**src/ppti_pkg.sv**
```systemverilog
// ppti_pkg: item types and result codes shared by the text image parser
// depends on: nothing
package ppti_pkg;

    // ascii codes the parser looks for
    localparam logic [7:0] CHAR_ZERO    = 8'd48;
    localparam logic [7:0] CHAR_NINE    = 8'd57;
    localparam logic [7:0] CHAR_NEWLINE = 8'd10;
    localparam logic [7:0] CHAR_HASH    = 8'h23;
    localparam logic [7:0] CHAR_THREE   = 8'h33;

    // decimal numbers saturate here
    localparam logic [15:0] NUM_MAX = 16'hFFFF;

    typedef enum logic [1:0] {
        KIND_HEADER = 2'd0,
        KIND_PIXEL  = 2'd1,
        KIND_ERROR  = 2'd2
    } result_kind_t;

    typedef struct packed {
        logic [7:0] text_byte;
        logic       file_start;
    } in_item_t;

    typedef struct packed {
        result_kind_t result_kind;
        logic [15:0]  header_width;
        logic [15:0]  header_height;
        logic [15:0]  header_max_color;
        logic [15:0]  inv_red;
        logic [15:0]  inv_green;
        logic [15:0]  inv_blue;
        logic [15:0]  pixel_line;
        logic [15:0]  pixel_column;
    } out_item_t;

endpackage

```
**src/ppm_text_parse_invert_core.sv**
```systemverilog
// a result is registered and offered in the cycle after the byte that completes it is taken
// throughput: one byte per cycle; the single result register stalls input only while
// a held result is not taken
// reset: rst_n clears parser state to the magic line and empties the result register
// ppm_text_parse_invert_core: top level, byte channel in, result channel out
// depends on: ppti_pkg, ppti_parser
module ppm_text_parse_invert_core
    import ppti_pkg::*;
#(
    parameter int SAMPLE_BITS = 16,
    parameter int DIM_BITS    = 16
) (
    input  logic      clk,
    input  logic      rst_n,
    input  logic      byte_valid,
    output logic      byte_ready,
    input  in_item_t  byte_item,
    output logic      res_valid,
    input  logic      res_ready,
    output out_item_t res_item
);

    logic      accept;
    logic      hit;
    out_item_t res;
    logic      res_valid_reg, res_valid_next;
    out_item_t res_item_reg;

    // take a byte whenever the result register is empty or being drained
    assign byte_ready = !res_valid_reg || res_ready;
    assign accept     = byte_valid && byte_ready;

    ppti_parser #(
        .SAMPLE_BITS (SAMPLE_BITS),
        .DIM_BITS    (DIM_BITS)
    ) u_parser (
        .clk   (clk),
        .rst_n (rst_n),
        .take  (accept),
        .item  (byte_item),
        .hit   (hit),
        .res   (res)
    );

    // result register valid
    always_comb
    begin
        if (byte_ready)
            res_valid_next = accept && hit;
        else
            res_valid_next = res_valid_reg;
    end

    always_ff @(posedge clk or negedge rst_n)
    begin
        if (!rst_n)
            res_valid_reg <= 1'b0;
        else
            res_valid_reg <= res_valid_next;
    end

    // result payload
    always_ff @(posedge clk)
    begin
        if (accept && hit)
            res_item_reg <= res;
    end

    assign res_valid = res_valid_reg;
    assign res_item  = res_item_reg;

    // a produced result is offered next cycle
    assert property (@(posedge clk) disable iff (!rst_n)
        (accept && hit) |=> res_valid)
        else $error("result lost");

    // a byte with no result leaves the register empty
    assert property (@(posedge clk) disable iff (!rst_n)
        (accept && !hit) |=> !res_valid)
        else $error("spurious result");

    // an offered item is the one captured at that accept
    assert property (@(posedge clk) disable iff (!rst_n)
        (accept && hit) |=> (res_item == $past(res)))
        else $error("result payload mismatch");

endmodule

```
**src/ppti_parser.sv**
```systemverilog
// ppti_parser: byte-wide parser state for text images, header decode and pixel invert
// depends on: ppti_pkg
module ppti_parser
    import ppti_pkg::*;
#(
    parameter int SAMPLE_BITS = 16,
    parameter int DIM_BITS    = 16
) (
    input  logic      clk,
    input  logic      rst_n,
    input  logic      take,
    input  in_item_t  item,
    output logic      hit,
    output out_item_t res
);

    typedef enum logic [2:0] {
        PH_MAGIC = 3'd0,
        PH_SIZE  = 3'd1,
        PH_MAXC  = 3'd2,
        PH_BODY  = 3'd3,
        PH_HALT  = 3'd4
    } phase_t;

    localparam logic [15:0] DimLim =
        (DIM_BITS >= 16) ? 16'hFFFF : 16'((1 << DIM_BITS) - 1);
    localparam logic [15:0] SampleLim = 16'((1 << SAMPLE_BITS) - 1);

    phase_t                   phase_reg, phase_next, cur_phase;
    logic [1:0]               char_reg, char_next, cur_char, char_inc;
    logic                     comment_reg, comment_next, cur_comment, comment_now;
    logic                     number_reg, number_next, cur_number;
    logic [15:0]              accum_reg, accum_next, cur_accum, acc_sat;
    logic [19:0]              acc_wide;
    logic [1:0]               comp_reg, comp_next, cur_comp;
    logic [SAMPLE_BITS-1:0]   red_reg, red_next, cur_red;
    logic [SAMPLE_BITS-1:0]   green_reg, green_next, cur_green;
    logic [15:0]              width_reg, width_next, cur_width;
    logic [15:0]              height_reg, height_next, cur_height;
    logic [SAMPLE_BITS-1:0]   maxc_reg, maxc_next, cur_maxc;
    logic [15:0]              line_reg, line_next, cur_line;
    logic [15:0]              col_reg, col_next, cur_col;
    logic                     is_digit, is_nl, header, active;
    logic [3:0]               digit;

    // clamp a number to the sample range
    function automatic logic [SAMPLE_BITS-1:0] clamp_sample(input logic [15:0] v);
        return (v > SampleLim) ? SampleLim[SAMPLE_BITS-1:0] : v[SAMPLE_BITS-1:0];
    endfunction

    // max color minus sample, floored at zero
    function automatic logic [15:0] invert(input logic [SAMPLE_BITS-1:0] maxc,
                                           input logic [SAMPLE_BITS-1:0] s);
        logic [SAMPLE_BITS-1:0] d;
        d = (maxc > s) ? (maxc - s) : '0;
        return 16'(d);
    endfunction

    // a file start restarts the parser before its byte is handled
    always_comb
    begin
        if (item.file_start)
        begin
            cur_phase   = PH_MAGIC;
            cur_char    = '0;
            cur_comment = 1'b0;
            cur_number  = 1'b0;
            cur_accum   = '0;
            cur_comp    = '0;
            cur_red     = '0;
            cur_green   = '0;
            cur_width   = '0;
            cur_height  = '0;
            cur_maxc    = '0;
            cur_line    = '0;
            cur_col     = '0;
        end
        else
        begin
            cur_phase   = phase_reg;
            cur_char    = char_reg;
            cur_comment = comment_reg;
            cur_number  = number_reg;
            cur_accum   = accum_reg;
            cur_comp    = comp_reg;
            cur_red     = red_reg;
            cur_green   = green_reg;
            cur_width   = width_reg;
            cur_height  = height_reg;
            cur_maxc    = maxc_reg;
            cur_line    = line_reg;
            cur_col     = col_reg;
        end
    end

    // decimal accumulate with saturation
    assign is_digit = (item.text_byte >= CHAR_ZERO) && (item.text_byte <= CHAR_NINE);
    assign is_nl    = (item.text_byte == CHAR_NEWLINE);
    assign digit    = 4'(item.text_byte - CHAR_ZERO);
    assign acc_wide = cur_number ? ({4'b0, cur_accum} * 20'd10 + 20'(digit)) : 20'(digit);
    assign acc_sat  = (acc_wide > 20'(NUM_MAX)) ? NUM_MAX : acc_wide[15:0];
    assign char_inc = (cur_char == 2'd3) ? 2'd3 : cur_char + 2'd1;
    assign header   = (cur_phase != PH_BODY);
    assign active   = (cur_phase == PH_MAGIC) || (cur_phase == PH_SIZE) ||
                      (cur_phase == PH_MAXC) || (cur_phase == PH_BODY);
    assign comment_now = cur_comment ||
                         (header && (cur_char == 2'd0) && (item.text_byte == CHAR_HASH));

    // next state and result for one byte
    always_comb
    begin
        phase_next   = cur_phase;
        char_next    = cur_char;
        comment_next = cur_comment;
        number_next  = cur_number;
        accum_next   = cur_accum;
        comp_next    = cur_comp;
        red_next     = cur_red;
        green_next   = cur_green;
        width_next   = cur_width;
        height_next  = cur_height;
        maxc_next    = cur_maxc;
        line_next    = cur_line;
        col_next     = cur_col;
        hit          = 1'b0;
        res          = '0;

        if (!active)
        begin
            // halted: ignore everything
        end
        else if (header && comment_now)
        begin
            // skip a header comment line
            comment_next = !is_nl;
            char_next    = is_nl ? 2'd0 : char_inc;
        end
        else if (cur_phase == PH_MAGIC)
        begin
            if (((cur_char == 2'd1) && (item.text_byte != CHAR_THREE)) ||
                (is_nl && (cur_char < 2'd2)))
            begin
                hit             = 1'b1;
                res.result_kind = KIND_ERROR;
                phase_next      = PH_HALT;
            end
            else if (is_nl)
            begin
                phase_next = PH_SIZE;
                char_next  = 2'd0;
                comp_next  = 2'd0;
            end
            else
            begin
                char_next = char_inc;
            end
        end
        else
        begin
            // number accumulate, or hand over a finished number
            if (is_digit)
            begin
                accum_next  = acc_sat;
                number_next = 1'b1;
            end
            else if (cur_number)
            begin
                number_next = 1'b0;
                accum_next  = '0;
                if (cur_phase == PH_SIZE)
                begin
                    if (cur_comp == 2'd0)
                        width_next = (cur_accum > DimLim) ? DimLim : cur_accum;
                    else if (cur_comp == 2'd1)
                        height_next = (cur_accum > DimLim) ? DimLim : cur_accum;
                    if (cur_comp < 2'd2)
                        comp_next = cur_comp + 2'd1;
                end
                else if (cur_phase == PH_MAXC)
                begin
                    if (cur_comp == 2'd0)
                        maxc_next = clamp_sample(cur_accum);
                    comp_next = 2'd1;
                end
                else if (cur_comp == 2'd0)
                begin
                    red_next  = clamp_sample(cur_accum);
                    comp_next = 2'd1;
                end
                else if (cur_comp == 2'd1)
                begin
                    green_next = clamp_sample(cur_accum);
                    comp_next  = 2'd2;
                end
                else
                begin
                    hit              = 1'b1;
                    res.result_kind  = KIND_PIXEL;
                    res.inv_red      = invert(cur_maxc, cur_red);
                    res.inv_green    = invert(cur_maxc, cur_green);
                    res.inv_blue     = invert(cur_maxc, clamp_sample(cur_accum));
                    res.pixel_line   = cur_line;
                    res.pixel_column = cur_col;
                    col_next         = cur_col + 16'd1;
                    comp_next        = 2'd0;
                end
            end

            // line ends move the phase or the line tag
            if (is_nl)
            begin
                char_next = 2'd0;
                if (cur_phase == PH_SIZE)
                begin
                    phase_next = PH_MAXC;
                    comp_next  = 2'd0;
                end
                else if (cur_phase == PH_MAXC)
                begin
                    phase_next           = PH_BODY;
                    comp_next            = 2'd0;
                    hit                  = 1'b1;
                    res.result_kind      = KIND_HEADER;
                    res.header_width     = width_next;
                    res.header_height    = height_next;
                    res.header_max_color = 16'(maxc_next);
                end
                else
                begin
                    line_next = cur_line + 16'd1;
                    col_next  = 16'd0;
                end
            end
            else if (header)
            begin
                char_next = char_inc;
            end
        end
    end

    // parser state
    always_ff @(posedge clk or negedge rst_n)
    begin
        if (!rst_n)
        begin
            phase_reg   <= PH_MAGIC;
            char_reg    <= '0;
            comment_reg <= 1'b0;
            number_reg  <= 1'b0;
            accum_reg   <= '0;
            comp_reg    <= '0;
            red_reg     <= '0;
            green_reg   <= '0;
            width_reg   <= '0;
            height_reg  <= '0;
            maxc_reg    <= '0;
            line_reg    <= '0;
            col_reg     <= '0;
        end
        else if (take)
        begin
            phase_reg   <= phase_next;
            char_reg    <= char_next;
            comment_reg <= comment_next;
            number_reg  <= number_next;
            accum_reg   <= accum_next;
            comp_reg    <= comp_next;
            red_reg     <= red_next;
            green_reg   <= green_next;
            width_reg   <= width_next;
            height_reg  <= height_next;
            maxc_reg    <= maxc_next;
            line_reg    <= line_next;
            col_reg     <= col_next;
        end
    end

    // header result moves the parser into the body
    assert property (@(posedge clk) disable iff (!rst_n)
        (take && hit && (res.result_kind == KIND_HEADER)) |=> (phase_reg == PH_BODY))
        else $error("header result without entering body");

    // format error halts the parser
    assert property (@(posedge clk) disable iff (!rst_n)
        (take && hit && (res.result_kind == KIND_ERROR)) |=> (phase_reg == PH_HALT))
        else $error("format error without halt");

    // halted parser stays silent until the next file
    assert property (@(posedge clk) disable iff (!rst_n)
        (take && !item.file_start && (phase_reg == PH_HALT)) |-> !hit)
        else $error("result while halted");

endmodule

```
**config.mk**
```make
export PLATFORM = sky130hd
export DESIGN_NAME = ppm_text_parse_invert_core
export DESIGN_NICKNAME = d
export VERILOG_FILES = /design/src/ppti_pkg.sv /design/src/ppm_text_parse_invert_core.sv /design/src/ppti_parser.sv
export SDC_FILE = /design/constraint.sdc
export NUM_CORES = 1
export LEC_CHECK = 0
export BUFFER_PORTS_ARGS = -buffer_cell sky130_fd_sc_hd__buf_2
export CAP_MARGIN = 40
export CELL_PAD_IN_SITES_DETAIL_PLACEMENT = 2
export CELL_PAD_IN_SITES_GLOBAL_PLACEMENT = 2
export CORE_ASPECT_RATIO = 1.2
export CORE_MARGIN = 5
export CORE_UTILIZATION = 41
export DETAILED_ROUTE_END_ITERATION = 8
export PLACE_DENSITY_LB_ADDON = 0.12
export SLEW_MARGIN = 20
export SYNTH_ARGS = -nofsm -noshare
export SYNTH_HDL_FRONTEND = slang
export SYNTH_SLANG_ARGS = --single-unit
```
**constraint.sdc**
```tcl
create_clock -name clk -period 19.2 [get_ports clk]
set_input_delay 4.8 -clock clk [delete_from_list [all_inputs] [get_ports clk]]
set_output_delay 4.8 -clock clk [all_outputs]
set_load 0.02 [all_outputs]
```
==> reports/results.txt, run 1 <==
Worst path cell trace = buf_2 -> nand2b_1 -> buf_2
Largest net degree at the start of global routing = 79
Max-cap violations = 0
Worst-path clk slew = 0.06 ns
Fin Setup TNS = 0 ns
Largest stage delay, worst path = 0.18 ns
Final Skew = 0.0220 ns
Top Layer Used = met4
CP endpoint kind = output port
Clock Latency Late Sink = 0.59 ns
Fin. max-slew vios = 0
Final setup fails = 0
Tmin final = 10.06 ns
Seq/Total Area, Yosys = 45.6%
WS Path Type = in2out
Status = finished clean
RD Place Congestion = 0.889
RSZ-0062 raised after global routing = no
Total track usage = 28.1%
Cts repair resizes = 0
Vias in the first global route = 16100
First-pass GRT wire length = 95500 um
Cts bufs inserted = 31
Routed WL per cell = 25.5 um
H-tree levels = 1
Total global routing overflow = 0
Fin area = 0.0186 sq mm
DIE WIDTH = 191 um
Area Growth Syn to Fin = 15.4%
VDD IR-drop max = 0.0724 mV
Highest Clock Rate = 0.0994 GHz
Post-CTS Setup Bufs = 0
DRT Pass-1 Iters = 5
Tcrit/Tclk final = 52.4%
Pwr dens = 86.5 mW/mm^2
Row count = 79
Crit path top cell by count = buf_2
WL met3 = 2490 um
Multi-input gate area = 0.00819 sq mm
Ys flop type = dfrtp_1
PortBufs = 144
Seq cells post-synth = 268
IO Pins = 145
Layout cells sized above 1 = 14.0%
Total core area = 0.0388 sq mm
Cells after Synth = 1785
Initial antenna violation count = 0
Iteration-0 DRC Markers = 867
CTS Buffer Depth = 3
Die area = 0.0434 sq mm
Wl on met1 = 26100 um
Worst Path Required = 14.40 ns
Number of flip-flops in the largest register = 130
Hold crit path type = reg2reg
Final nets = 1966
Netlist Area Pre-Place = 0.0161 sq mm
Synth Warn # = 0
Worst-margin pin slew = 0.863 ns
Vias per inst = 6.02
Largest fanout on the critical path = 4
CTS tree = yes
Avg Cell Area, Syn = 9.04 sq um
Final ANT Viol Nets = 0
Synthesized Nets = 1865
EDFF count, synth = 130
Area post-placement = 0.0174 sq mm
CTS sink cnt = 268
CTS Root Cell = clkbuf_16
Vias = 14700
# DRC = 0
Die H = 227 um
Netlist cell types = 88
Post-layout util = 47.9%
Starting Density = 41.5%
P_leak = 7.10 nW
Share of synthesized registers carrying an async set or reset = 51.5%
Hold Slack = 0.508 ns
Slowest stage cell on the critical path = nand2b_1
Crit path launch type = input port
WL met2 = 31500 um
Worst rel slew slack = 42.5%
Final hold vios = 0
Crit path DAT = 5.26 ns
Dpl hpwl = 43300 um
Hold_buf cts = 0
Total wire length = 62300 um
Fillers = 4163
Register area = 0.00736 sq mm
[logic make-up after synthesis]
kind of cell | after synthesis | share of synthesized area, %
flops | 268 | 45.6
simple gates | 721 | 21.3
mux | 4 | 0.271
compound gates | 490 | 19.4
fa+ha+maj | 69 | 5.46
buf+inv | 157 | 3.91
xor+xnor | 76 | 4.13
[stage by stage]
step / std cells / worst slack, ns / power, mW
after floorplan: 1785 / 6.37 / 0.876
after global placement: 2358 / 9.15 / 0.960
after detailed placement: 2370 / 9.14 / 0.977
after CTS: 2428 / 9.14 / 1.62
after global routing: 2437 / 9.11 / 1.67
final: 2438 / 9.14 / 1.61
[metal layers]
metal | up-vias | global-route usage, %
met5 | - | 0
met4 | 0 | 10.1
met3 | 115 | 3.19
met2 | 343 | 50.0
met1 | 7581 | 35.5
li1 | 6635 | -
[placed cells by master (no fill, tap or decap), types with 13 or more instances in the layout]
cell type | synthesis | routed
a21o_1 | 14 | 14
a21oi_1 | 139 | 138
a22o_1 | 23 | 23
a22oi_1 | 60 | 60
a31oi_1 | 21 | 21
and2_1 | 38 | 38
buf_2 | 11 | 142
buf_4 | 2 | 26
clkbuf_16 | 0 | 31
dfrtp_1 | 138 | 138
edfxtp_1 | 130 | 130
ha_1 | 64 | 64
inv_1 | 39 | 39
nand2_1 | 265 | 264
nand2b_1 | 18 | 18
nand3_1 | 67 | 66
nand4_1 | 15 | 15
nor2_1 | 148 | 148
nor2b_1 | 49 | 49
nor3_1 | 44 | 43
o21ai_0 | 132 | 132
or3_1 | 13 | 13
xnor2_1 | 43 | 43
xor2_1 | 33 | 33
[worst max-delay path: cells and delay by family]
kind,cells,cell delay [ns]
buffers and inverters,2,0.27
and+or+nand+nor,1,0.18
[power breakdown]
group	switching [mW]	internal [mW]	leakage (nW)
Clock	0.258	0.378	0.521
Combinational	0.208	0.0720	3.43
Sequential	0.0278	0.666	3.15
Total	0.494	1.12	7.10
[path summary, 6_finish.rpt]
| kind | start | end | slack (ns) | depth (start not counted) |
|---|---|---|---|---|
| worst max-delay path | res_ready | byte_ready | 9.14 | 3 |
| worst min-delay path | u_parser.width_reg[12] | u_parser.width_reg[12] | 0.51 | 1 |
| worst max register to register | u_parser.accum_reg[0] | res_item[47] | 14.38 | 15 |
| worst min register to register | u_parser.width_reg[12] | u_parser.width_reg[12] | 0.51 | 1 |
| max in group asynchronous | rst_n | u_parser.green_reg[8] | 13.90 | 4 |
| min in group asynchronous | rst_n | res_valid | 4.01 | 1 |
[synth_stat cells (7+ instances only)]
| cell | n | share of area [%] |
|---|---|---|
| a22o_1 | 23 | 1.2 |
| nor3_1 | 44 | 1.4 |
| buf_1 | 8 | 0.19 |
| a31oi_1 | 21 | 0.81 |
| inv_1 | 39 | 0.91 |
| nand2b_1 | 18 | 0.70 |
| xor2_1 | 33 | 1.8 |
| ha_1 | 64 | 5.0 |
| buf_2 | 11 | 0.34 |
| o22ai_1 | 8 | 0.31 |
| or2_2 | 9 | 0.35 |
| nor2b_1 | 49 | 1.9 |
| edfxtp_1 | 130 | 24 |
| a211oi_1 | 12 | 0.56 |
| or3_1 | 13 | 0.50 |
| nor3b_1 | 10 | 0.47 |
| xnor2_1 | 43 | 2.3 |
| nand4_1 | 15 | 0.58 |
| a22oi_1 | 60 | 2.8 |
| a21o_1 | 14 | 0.65 |
| and3_1 | 11 | 0.43 |
| nand3_1 | 67 | 2.1 |
| dfrtp_1 | 138 | 21 |
| a21oi_1 | 139 | 4.3 |
| nor2_1 | 148 | 3.4 |
| o31ai_1 | 9 | 0.42 |
| nand2_1 | 265 | 6.2 |
| and4_1 | 8 | 0.43 |
| and2_1 | 38 | 1.5 |
| clkbuf_1 | 93 | 2.2 |
| o21ai_0 | 132 | 4.1 |
| o21a_1 | 7 | 0.33 |
[area by class of cell]
| cell class | instances | share of cell area [%] |
|---|---|---|
| clock buffers | 42 | 4.55 |
| inverters | 40 | 0.807 |
| clock inverters | 16 | 1.24 |
| flip-flops and latches | 268 | 39.5 |
| repair buffers | 185 | 6.35 |
| diodes | 1 | 0.0134 |
| multi-input cells | 1360 | 44.0 |
| well taps | 526 | 3.54 |
No activity file was read; power rests on OpenSTA's default activity.
==> inputs of run 2 (changes only) <==
Settings changed: CORE_UTILIZATION 41 to 34.
Clock period 19.2 ns to 8.8 ns, I/O delays scaled along.
==> run 2 against run 1 <==
Global-route usage decreased by 5.0 points. Register-to-register slack got worse by 10 ns. Die area increased by 20%. Power increased by 120%. Utilization decreased by 8.1 points. Non-clock buffer count increased by 6. Combinational power increased by 110%. Worst hold slack about the same.
==> reports/results.txt, run 2 (synthesis gave the netlist of run 1 again) <==
Tcrit/Tclk final = 71.2%
Routed WL per cell = 24.6 um
Crit path launch type = input port
Cts repair resizes = 0
Fin. max-slew vios = 0
Vias in the first global route = 15400
CTS Root Cell = clkbuf_16
RSZ-0062 raised after global routing = no
Layout cells sized above 1 = 14.3%
Final setup fails = 0
DRT Pass-1 Iters = 5
VDD IR-drop max = 0.149 mV
Multi-input gate area = 0.00817 sq mm
Commonest non-fill, non-tap cell in the layout = nand2_1
Crit path DAT = 6.66 ns
Hold crit path type = reg2reg
Hold_buf cts = 0
Largest net degree at the start of global routing = 71
Starting Density = 34.3%
PortBufs = 144
Iteration-0 DRC Markers = 842
Row count = 87
Clock Latency Late Sink = 0.60 ns
Max-cap violations = 0
WS Path Type = in2reg
Area Growth Syn to Fin = 16.0%
CTS sink cnt = 268
Fin Setup TNS = 0 ns
Hold Slack = 0.507 ns
Vias = 14400
CP endpoint kind = register
Crit path setup slack, layout = 2.54 ns
Final ANT Viol Nets = 0
Status = finished clean
Pwr dens = 186 mW/mm^2
Final Skew = 0.0269 ns
Initial antenna violation count = 0
Worst-margin pin slew = 0.858 ns
Highest Clock Rate = 0.160 GHz
Most frequent cells in the layout = nand2_1 (264), nor2_1 (148), buf_2 (143), a21oi_1 (138), dfrtp_1 (138)
P_leak = 7.10 nW
Total global routing overflow = 0
Ant diodes = 0
Fillers = 5213
Register area = 0.00736 sq mm
Dpl hpwl = 44300 um
Die H = 249 um
Total track usage = 23.1%
Total power = 3.48 mW
Die area = 0.0519 sq mm
Final nets = 1972
Largest stage delay, worst path = 0.56 ns
Final hold vios = 0
CTS Buffer Depth = 3
DIE WIDTH = 209 um
# DRC = 0
Worst-path clk slew = 0.06 ns
First-pass GRT wire length = 95600 um
Largest fanout on the critical path = 50
Worst rel slew slack = 42.8%
Worst path cell trace = buf_4 -> inv_2 -> buf_4 -> nand2_1 -> ha_1 -> fa_1 -> nor2b_1 -> o21ai_0 -> a21boi_0 -> o21ai_0 -> a21oi_1 -> a311oi_1 -> nor2_1 -> a221oi_1 -> a311o_1 -> nor3_1
Setup WS pre-CTS = 2.06 ns
IO Pins = 145
Number of flip-flops in the largest register = 130
Total wire length = 62400 um
Total core area = 0.0470 sq mm
Post-CTS Setup Bufs = 0
Cts bufs inserted = 31
H-tree levels = 1
Vias per inst = 5.66
Worst Path Required = 9.20 ns
Tmin final = 6.26 ns
Slowest stage cell on the critical path = a311o_1
RD Place Congestion = 0.861
CTS tree = yes
run 2: changes by cell type in the layout (fill, tap and decap cells not counted), moves of 2 or more:
cell	delta
buf_4	+7
clkbuf_1	-3
clkinv_2	+3
buf_16	-2
clkbuf_8	-2
clkinv_1	+2
clkinvlp_4	+2
run 2: worst paths after layout:
| check | startpoint | end | slack (ns) | cells after the start |
|---|---|---|---|---|
| min in group asynchronous | rst_n | u_parser.accum_reg[4] | 1.44 | 1 |
| max in group asynchronous | rst_n | u_parser.accum_reg[5] | 6.47 | 3 |
| setup reg to reg | u_parser.accum_reg[0] | res_item[47] | 4.12 | 14 |
| hold reg to reg | u_parser.width_reg[1] | u_parser.width_reg[1] | 0.51 | 1 |
| setup / recovery | byte_item[0] | res_item[66] | 2.54 | 16 |
| hold / removal | u_parser.width_reg[1] | u_parser.width_reg[1] | 0.51 | 1 |
run 2: final cells by class:
cell class / count / area share [%]
clock inverter: 21 / 1.32
clock buffer: 37 / 4.32
timing repair buffer: 191 / 6.41
sequential: 268 / 39.3
multi-input combinational: 1360 / 43.6
inverter: 40 / 0.803
tap: 623 / 4.17
run 2: layer usage:
layer / GRT usage (%) / part of all wire [%] / vias to the layer above / wire [um]
li1: - / - / 6643 / -
met1: 30.7 / 45 / 7416 / 27800
met2: 40.7 / 50 / 245 / 31400
met3: 1.98 / 2.8 / 71 / 1760
met4: 5.89 / 2.4 / 0 / 1470
met5: 0 / 0 / - / 0
run 2: critical path, delay by kind of cell:
kind            cells  cell delay, ns
compound gates      7            1.72
simple gates        4            1.07
buf+inv             3            0.85
fa+ha+maj           2            0.74
run 2: report_power, final:
| part | leakage, nW | switching, mW | internal (mW) |
|---|---|---|---|
| clock network | 0.508 | 0.566 | 0.802 |
| registers | 3.15 | 0.0595 | 1.45 |
| logic | 3.44 | 0.449 | 0.149 |
| total | 7.10 | 1.07 | 2.41 |
run 2: stage by stage:
| step | instance area [sq um] | utilization, % | instances |
|---|---|---|---|
| floorplan | 16100 | - | 1785 |
| global placement | 17400 | 37.0 | 2466 |
| detailed placement | 17600 | 37.4 | 2475 |
| CTS | 18600 | 39.6 | 2533 |
| global route | 18700 | 39.8 | 2540 |
| finish | 18700 | 39.8 | 2540 |
